$ cat config.mk
export PLATFORM = sky130hd
export DESIGN_NAME = hex_frame_checksum_parser
export DESIGN_NICKNAME = d
export VERILOG_FILES = /design/src/sv/hfcp_pkg.sv /design/src/sv/hfcp_cfg_regs.sv /design/src/sv/hfcp_frame_core.sv /design/src/sv/hex_frame_checksum_parser.sv
export SDC_FILE = /design/constraint.sdc
export NUM_CORES = 1
export LEC_CHECK = 0
export BUFFER_PORTS_ARGS = -buffer_cell sky130_fd_sc_hd__buf_2
export CAP_MARGIN = 0
export CORE_UTILIZATION = 55
export CTS_CLUSTER_DIAMETER = 120
export DETAILED_ROUTE_END_ITERATION = 8
export PLACE_DENSITY_LB_ADDON = 0.2
export SLEW_MARGIN = 20
export SYNTH_ARGS = -nofsm -noshare
export SYNTH_HDL_FRONTEND = slang
export SYNTH_SLANG_ARGS = --single-unit
$ cat constraint.sdc
create_clock -name clk -period 5.44 [get_ports clk]
set_clock_uncertainty 0.2 [all_clocks]
set_input_delay 0.544 -clock clk [delete_from_list [all_inputs] [get_ports clk]]
set_output_delay 0.544 -clock clk [all_outputs]
set_load 0.1 [all_outputs]
$ cat src/sv/hfcp_pkg.sv
// ----------------------------------------------------------------------------
// hfcp_pkg
// Types, codes and character helpers for the hex frame checksum parser.
// ----------------------------------------------------------------------------
package hfcp_pkg;

	// Configuration register indexes
	localparam int CFG_IDX_W = 8;
	localparam logic [CFG_IDX_W-1:0] CFG_START_CODE = 8'd0;
	localparam logic [CFG_IDX_W-1:0] CFG_END_CODE   = 8'd1;

	localparam logic [7:0] START_CODE_RST = 8'h02;
	localparam logic [7:0] END_CODE_RST   = 8'h03;

	// Result status codes
	localparam logic [1:0] ST_OK        = 2'd0;
	localparam logic [1:0] ST_MALFORMED = 2'd1;
	localparam logic [1:0] ST_UNEXP_END = 2'd2;

	// Parse phases
	localparam logic [2:0] PH_START  = 3'd0;
	localparam logic [2:0] PH_STN_HI = 3'd1;
	localparam logic [2:0] PH_STN_LO = 3'd2;
	localparam logic [2:0] PH_CMD_HI = 3'd3;
	localparam logic [2:0] PH_CMD_LO = 3'd4;
	localparam logic [2:0] PH_DATA   = 3'd5;

	// ASCII characters
	localparam logic [7:0] CH_0  = 8'h30;
	localparam logic [7:0] CH_9  = 8'h39;
	localparam logic [7:0] CH_A  = 8'h41;
	localparam logic [7:0] CH_F  = 8'h46;
	localparam logic [7:0] TEN   = 8'h0A;
	localparam logic [7:0] NUL   = 8'h00;

	localparam logic [15:0] LEN_MAX       = 16'hFFFF;
	localparam logic [15:0] MIN_FRAME_LEN = 16'd6;

	typedef struct packed {
		logic [1:0]  status;
		logic [7:0]  station;
		logic [7:0]  command;
		logic [7:0]  received_sum;
		logic [7:0]  computed_sum;
		logic [15:0] frame_length;
	} res_t;

	function automatic logic is_hex(input logic [7:0] c);
		return ((c >= CH_0) && (c <= CH_9)) || ((c >= CH_A) && (c <= CH_F));
	endfunction

	function automatic logic [3:0] nibble_of(input logic [7:0] c);
		logic [7:0] v;
		if (c >= CH_A) begin
			v = c - CH_A + TEN;
		end else begin
			v = c - CH_0;
		end
		return v[3:0];
	endfunction

endpackage

$ cat src/sv/hfcp_cfg_regs.sv
// ----------------------------------------------------------------------------
// hfcp_cfg_regs
// Start and end code registers, written through the configuration channel.
// ----------------------------------------------------------------------------
module hfcp_cfg_regs
	import hfcp_pkg::*;
(
	input  logic                 clk,
	input  logic                 arst_n,
	input  logic                 cfg_valid,
	input  logic [CFG_IDX_W-1:0] cfg_index,
	input  logic [7:0]           cfg_data,
	output logic                 cfg_ready,
	output logic [7:0]           start_code_q,
	output logic [7:0]           end_code_q
);

	// Writes are always taken; unknown indexes are dropped
	assign cfg_ready = 1'b1;

	always_ff @(posedge clk or negedge arst_n) begin
		if (!arst_n) begin
			start_code_q <= START_CODE_RST;
			end_code_q   <= END_CODE_RST;
		end else if (cfg_valid && cfg_ready) begin
			unique case (cfg_index)
				CFG_START_CODE: start_code_q <= cfg_data;
				CFG_END_CODE:   end_code_q   <= cfg_data;
				default: ;
			endcase
		end
	end

endmodule

$ cat src/sv/hfcp_frame_core.sv
// ----------------------------------------------------------------------------
// hfcp_frame_core
// Per-byte frame state: phase, running sum, header and checksum characters,
// byte count and decision. Produces the result for the byte flagged as last.
// ----------------------------------------------------------------------------
module hfcp_frame_core
	import hfcp_pkg::*;
#(
	parameter int LENGTH_BITS = 16
) (
	input  logic       clk,
	input  logic       arst_n,
	input  logic       step,
	input  logic [7:0] data,
	input  logic       last,
	input  logic [7:0] start_code,
	input  logic [7:0] end_code,
	output res_t       result
);

	logic [2:0]             phase_q;
	logic [7:0]             sum_q;
	logic [7:0]             prev_q;
	logic [7:0]             older_q;
	logic [7:0]             station_q;
	logic [7:0]             command_q;
	logic [LENGTH_BITS-1:0] count_q;
	logic [1:0]             status_q;
	logic                   decided_q;
	logic [7:0]             cksum_q;

	logic [2:0]             n_phase;
	logic [7:0]             n_sum;
	logic [7:0]             n_prev;
	logic [7:0]             n_older;
	logic [7:0]             n_station;
	logic [7:0]             n_command;
	logic [LENGTH_BITS-1:0] n_count;
	logic [1:0]             n_status;
	logic                   n_decided;
	logic [7:0]             n_cksum;
	logic                   counts;
	logic [1:0]             fin_status;
	logic [31:0]            count_wide;

	// Next state for one byte
	always_comb begin
		n_phase   = phase_q;
		n_sum     = sum_q;
		n_prev    = prev_q;
		n_older   = older_q;
		n_station = station_q;
		n_command = command_q;
		n_status  = status_q;
		n_decided = decided_q;
		n_cksum   = cksum_q;
		counts    = !decided_q || (status_q == ST_MALFORMED);

		if (!decided_q) begin
			unique case (phase_q)
				PH_START: begin
					if (data != start_code) begin
						n_status  = ST_MALFORMED;
						n_decided = 1'b1;
					end else begin
						n_sum   = data;
						n_phase = PH_STN_HI;
					end
				end
				PH_STN_HI, PH_STN_LO, PH_CMD_HI, PH_CMD_LO: begin
					if (!is_hex(data)) begin
						n_status  = ST_MALFORMED;
						n_decided = 1'b1;
					end else begin
						// Second character of a pair completes the value
						if (phase_q == PH_STN_LO) begin
							n_station = {nibble_of(prev_q), nibble_of(data)};
							n_sum     = sum_q + prev_q + data;
						end else if (phase_q == PH_CMD_LO) begin
							n_command = {nibble_of(prev_q), nibble_of(data)};
							n_sum     = sum_q + prev_q + data;
						end
						n_older = prev_q;
						n_prev  = data;
						n_phase = phase_q + 3'd1;
					end
				end
				PH_DATA: begin
					if (data == end_code) begin
						if (is_hex(older_q) && is_hex(prev_q)) begin
							// Checksum characters come back out of the sum
							n_cksum  = {nibble_of(older_q), nibble_of(prev_q)};
							n_sum    = sum_q - older_q - prev_q;
							n_status = ST_OK;
						end else begin
							n_status = ST_MALFORMED;
						end
						n_decided = 1'b1;
					end else if (data == NUL) begin
						counts    = 1'b0;
						n_status  = ST_UNEXP_END;
						n_decided = 1'b1;
					end else begin
						n_sum   = sum_q + data;
						n_older = prev_q;
						n_prev  = data;
					end
				end
				default: begin
					n_status  = ST_MALFORMED;
					n_decided = 1'b1;
				end
			endcase
		end

		// Saturating byte count
		if (counts && (count_q != {LENGTH_BITS{1'b1}})) begin
			n_count = count_q + 1'b1;
		end else begin
			n_count = count_q;
		end
	end

	// Result for the last byte of a buffer
	always_comb begin
		if (n_decided) begin
			fin_status = n_status;
		end else if (n_phase >= PH_DATA) begin
			fin_status = ST_UNEXP_END;
		end else begin
			fin_status = ST_MALFORMED;
		end
		count_wide          = 32'(n_count);
		result.status       = fin_status;
		result.station      = n_station;
		result.command      = n_command;
		result.received_sum = (fin_status == ST_OK) ? n_cksum : 8'h00;
		result.computed_sum = n_sum;
		result.frame_length = (count_wide > 32'(LEN_MAX)) ? LEN_MAX : count_wide[15:0];
	end

	// State update; the last byte clears the frame
	always_ff @(posedge clk or negedge arst_n) begin
		if (!arst_n) begin
			phase_q   <= PH_START;
			sum_q     <= '0;
			prev_q    <= '0;
			older_q   <= '0;
			station_q <= '0;
			command_q <= '0;
			count_q   <= '0;
			status_q  <= ST_OK;
			decided_q <= 1'b0;
			cksum_q   <= '0;
		end else if (step) begin
			if (last) begin
				phase_q   <= PH_START;
				sum_q     <= '0;
				prev_q    <= '0;
				older_q   <= '0;
				station_q <= '0;
				command_q <= '0;
				count_q   <= '0;
				status_q  <= ST_OK;
				decided_q <= 1'b0;
				cksum_q   <= '0;
			end else begin
				phase_q   <= n_phase;
				sum_q     <= n_sum;
				prev_q    <= n_prev;
				older_q   <= n_older;
				station_q <= n_station;
				command_q <= n_command;
				count_q   <= n_count;
				status_q  <= n_status;
				decided_q <= n_decided;
				cksum_q   <= n_cksum;
			end
		end
	end

endmodule

$ cat src/sv/hex_frame_checksum_parser.sv
// ----------------------------------------------------------------------------
// hex_frame_checksum_parser
// Parses an ASCII hex frame (start code, station, command, data, checksum,
// end code) one byte per transaction and reports one result per buffer.
// ----------------------------------------------------------------------------
// Path: a byte passes through the input register, then the result register.
// Throughput: one byte per cycle while in_stall is low; the frame state updates once per byte.
// A last byte waits in the input register only while an earlier result is stalled.
// Reset: arst_n clears all frame state and the handshakes, start code to 0x02, end to 0x03.
module hex_frame_checksum_parser
	import hfcp_pkg::*;
#(
	parameter int LENGTH_BITS = 16
) (
	input  logic                 clk,
	input  logic                 arst_n,
	input  logic                 cfg_valid,
	output logic                 cfg_ready,
	input  logic [CFG_IDX_W-1:0] cfg_index,
	input  logic [7:0]           cfg_data,
	input  logic                 in_valid,
	output logic                 in_stall,
	input  logic [7:0]           data_byte,
	input  logic                 last_byte,
	output logic                 out_valid,
	input  logic                 out_stall,
	output logic [1:0]           status,
	output logic [7:0]           station,
	output logic [7:0]           command,
	output logic [7:0]           received_sum,
	output logic [7:0]           computed_sum,
	output logic [15:0]          frame_length
);

	logic [7:0] start_code;
	logic [7:0] end_code;
	logic       valid_s1;
	logic [7:0] byte_s1;
	logic       last_s1;
	logic       step;
	logic       out_valid_q;
	res_t       result;
	res_t       result_q;

	hfcp_cfg_regs u_cfg (
		.clk          (clk),
		.arst_n       (arst_n),
		.cfg_valid    (cfg_valid),
		.cfg_index    (cfg_index),
		.cfg_data     (cfg_data),
		.cfg_ready    (cfg_ready),
		.start_code_q (start_code),
		.end_code_q   (end_code)
	);

	// A byte moves on unless it ends a buffer and the result slot stays full
	assign step     = valid_s1 && (!last_s1 || !out_valid_q || !out_stall);
	assign in_stall = valid_s1 && !step;

	// Input register
	always_ff @(posedge clk or negedge arst_n) begin
		if (!arst_n) begin
			valid_s1 <= 1'b0;
		end else if (in_valid && !in_stall) begin
			valid_s1 <= 1'b1;
		end else if (step) begin
			valid_s1 <= 1'b0;
		end
	end

	always_ff @(posedge clk) begin
		if (in_valid && !in_stall) begin
			byte_s1 <= data_byte;
			last_s1 <= last_byte;
		end
	end

	hfcp_frame_core #(
		.LENGTH_BITS (LENGTH_BITS)
	) u_core (
		.clk        (clk),
		.arst_n     (arst_n),
		.step       (step),
		.data       (byte_s1),
		.last       (last_s1),
		.start_code (start_code),
		.end_code   (end_code),
		.result     (result)
	);

	// Result register
	always_ff @(posedge clk or negedge arst_n) begin
		if (!arst_n) begin
			out_valid_q <= 1'b0;
		end else if (step && last_s1) begin
			out_valid_q <= 1'b1;
		end else if (!out_stall) begin
			out_valid_q <= 1'b0;
		end
	end

	always_ff @(posedge clk) begin
		if (step && last_s1) begin
			result_q <= result;
		end
	end

	assign out_valid    = out_valid_q;
	assign status       = result_q.status;
	assign station      = result_q.station;
	assign command      = result_q.command;
	assign received_sum = result_q.received_sum;
	assign computed_sum = result_q.computed_sum;
	assign frame_length = result_q.frame_length;

endmodule

==> out/metrics.yaml <==
status: "complete, no violations"
clk_path_buf_depth: 2
initial_core_util: 0.570
synth_common_cells: "110 x nand2_1, 85 x dfrtp_1, 64 x o21ai_0, 59 x edfxtp_1, 43 x nor2_1"
dieWidth_um: 131
cts_sinks: 147
wl_met3_mm: 1.72
io_pins: 83
drive_above_1_share: 0.181
whs_ns: 0.0877
first_iter_violations: 763
design.die.area_um2: 17200
postSynthAreaPerCell_um2: 10.3
design_area_um2: 10300
grt_max_degree: 59
worst_pin_slew_ns: 0.849
fin_setup_tns_ns: 0
cts_tree: "built"
dpl_cell_area_um2: 9710
syn_nets: 975
antenna_found_initial: 0
gr-total-overflow: 0
crit_path_start_kind: "flip-flop"
ys.flop_type: "dfrtp_1"
post-dp-hpwl_mm: 15.7
r2r_end: "u_core.older_q[7]"
core_area_um2: 16100
worst_ep_arrival_time_ns: 3.75
area.growth.synth_to_final_pct: 12.6
r2r_cells: 8
wl_met2_mm: 9.90
hold_class: "in -> reg"
routabilityCongestion: 0.957
syn-cell-area_um2: 9160
wl_met1_mm: 9.87
place_inst: 1150
slew_headroom: 0.432
nFillCells: 1289
p_leak_uw: 0.00438
power.density_nw_per_um2: 395
h-tree-depth: 4
hold_depth: 1
clock_latency_ns: 0.43
drt-total-wl_mm: 22.0
synth_cells: 889
synth_most_common_cell: "nand2_1"
rrSetupSlack_ns: 1.81
hold_violations: 0
cts_buffers: 17
holdCritStartpoint: "last_byte"
async_flop_share: 0.599
cts_root_buf: "clkbuf_16"
ir_worst_vdd_mv: 0.255
dr.max_layer_used: "met4"
ctsHoldBuffers: 1
drv_slew: 0
drc: 0
path_class: "reg -> reg"
grt_pass1_vias: 6530
synth.largest_area_cell: "dfrtp_1"
hold-path-endpoint: "last_s1"
post-route-min-period_ns: 3.63
ant_nets: 0
detail_route.vias_per_cell: 6.00
vias: 7103
setup_viol: 0
postCtsSetupRepairBufs: 0
crit_path_end_kind: "flip-flop"
die_h_um: 131
final_cells: 1183
grt_setup_unrepaired: "no"
antennaDiodeCount: 0
worstPathRequired_ns: 5.55
synth_cell_type_count: 80
cap_violations: 0
synth_seq_cells: 147
r2r_start: "byte_s1[0]"
period_share: 0.668
grt_first_pass_wirelength_mm: 34.7
cts_resized: 0
max_freq_mhz: 275
place_ws_ns: 1.85
synth_area_leaders: "dfrtp_1 23%, edfxtp_1 19%, ha_1 5.5%"
ys_seq_area_frac: 0.434
yosysTopAreaCellShare: 0.232
port_buffers: 81
layout.nets: 1040
critPathMaxFanout: 16
first_pass_iters: 5
yosysWarnings: 0
synth_edf_count: 59
fin_ws_ns: 1.81
rows: 46
routedWlPerCell_um: 18.6
grt_usage: 0.272
clk_pin_slew_ns: 0.06
-- kinds of logic after synthesis --
kind of cell             synth area share
AO/OA/AOI/OAI                       0.174
XOR/XNOR                           0.0555
adder cells (fa/ha/maj)            0.0896
buffers and inverters              0.0384
flip-flops                          0.434
multiplexers                       0.0679
other                            0.000409
AND/OR/NAND/NOR                     0.140
-- worst max-delay path: stages (launching register included) --
cell	delay (ns)
edfxtp_1	0.65
inv_1	0.17
ha_1	0.25
and3_1	0.22
a21oi_1	0.50
nor2_1	0.11
or3_4	0.40
a21oi_4	0.60
mux2_2	0.40
-- where the power goes --
| group | leakage (uW) | internal [uW] | total [uW] | switching (uW) |
|---|---|---|---|---|
| logic | 0.00235 | 527 | 1430 | 903 |
| clock network | 0.000279 | 688 | 1180 | 496 |
| registers | 0.00175 | 1290 | 1460 | 168 |
-- routing by layer --
| metal | vias up | global-route usage |
|---|---|---|
| li1 | 3359 | - |
| met1 | 3393 | 0.377 |
| met2 | 312 | 0.413 |
| met3 | 39 | 0.0653 |
| met4 | 0 | 0.104 |
| met5 | - | 0 |
-- placed cells by master, fill, tap and decap left out, types with 7 or more instances in the layout --
| master | n |
|---|---|
| o21ai_0 | 64 |
| a22o_1 | 8 |
| nor2_1 | 42 |
| a211oi_1 | 10 |
| a22oi_1 | 12 |
| inv_1 | 38 |
| nand2_1 | 109 |
| a21o_1 | 7 |
| mux2i_1 | 34 |
| buf_2 | 80 |
| and3_1 | 11 |
| xnor2_1 | 31 |
| edfxtp_1 | 59 |
| nor2b_1 | 10 |
| ha_1 | 40 |
| mux2_2 | 25 |
| nand3_1 | 18 |
| o211ai_1 | 8 |
| fa_1 | 16 |
| clkbuf_16 | 17 |
| dfrtp_1 | 85 |
| xor2_1 | 27 |
| buf_4 | 9 |
| nand2b_1 | 10 |
| o31ai_1 | 7 |
| o22ai_1 | 8 |
| o21bai_1 | 9 |
| a21oi_1 | 36 |
-- cell type report --
| class | count | area [um2] | area share |
|---|---|---|---|
| timing repair buffer | 90 | 478 | 0.0463 |
| multi-input combinational | 658 | 4840 | 0.469 |
| sequential | 147 | 3980 | 0.386 |
| tap | 216 | 270 | 0.0262 |
| clock inverter | 15 | 171 | 0.0166 |
| clock buffer | 17 | 425 | 0.0412 |
| inverter | 40 | 150 | 0.0146 |
-- registers in the layout, summed over array words and instances, names as in the netlist, 2 cells and up --
name and flops:
byte_s1 8, command 8, computed_sum 8, frame_length 16, received_sum 8, station 8
status 2, u_cfg.end_code_q 8, u_cfg.start_code_q 8, u_core.cksum_q 8, u_core.command_q 8, u_core.count_q 16
u_core.older_q 8, u_core.phase_q 3, u_core.prev_q 8, u_core.station_q 8, u_core.status_q 2, u_core.sum_q 8
-- through the flow --
stage | utilization | total power, uW
global route | 0.642 | 4290
detailed placement | 0.604 | 2880
global placement | 0.604 | 2860
floorplan | - | 2530
finish | 0.642 | 4070
CTS | 0.642 | 4070
-- how the worst max path moves through the flow --
| stage | endpoint | cells after the start | from | slack, ns |
|---|---|---|---|---|
| 6_report | u_core.older_q[7] | 8 | byte_s1[0] | 1.81 |
| 5_1_grt | u_core.prev_q[7] | 8 | byte_s1[0] | 1.60 |
| 4_1_cts | u_core.prev_q[7] | 8 | byte_s1[0] | 1.83 |
| 3_5_place_dp | u_core.older_q[7] | 8 | byte_s1[0] | 1.85 |
| 3_3_place_gp | u_core.older_q[7] | 8 | byte_s1[0] | 1.94 |
| 2_1_floorplan | command[0] | 4 | out_valid | 1.22 |
No activity file was read; power rests on OpenSTA's default activity.
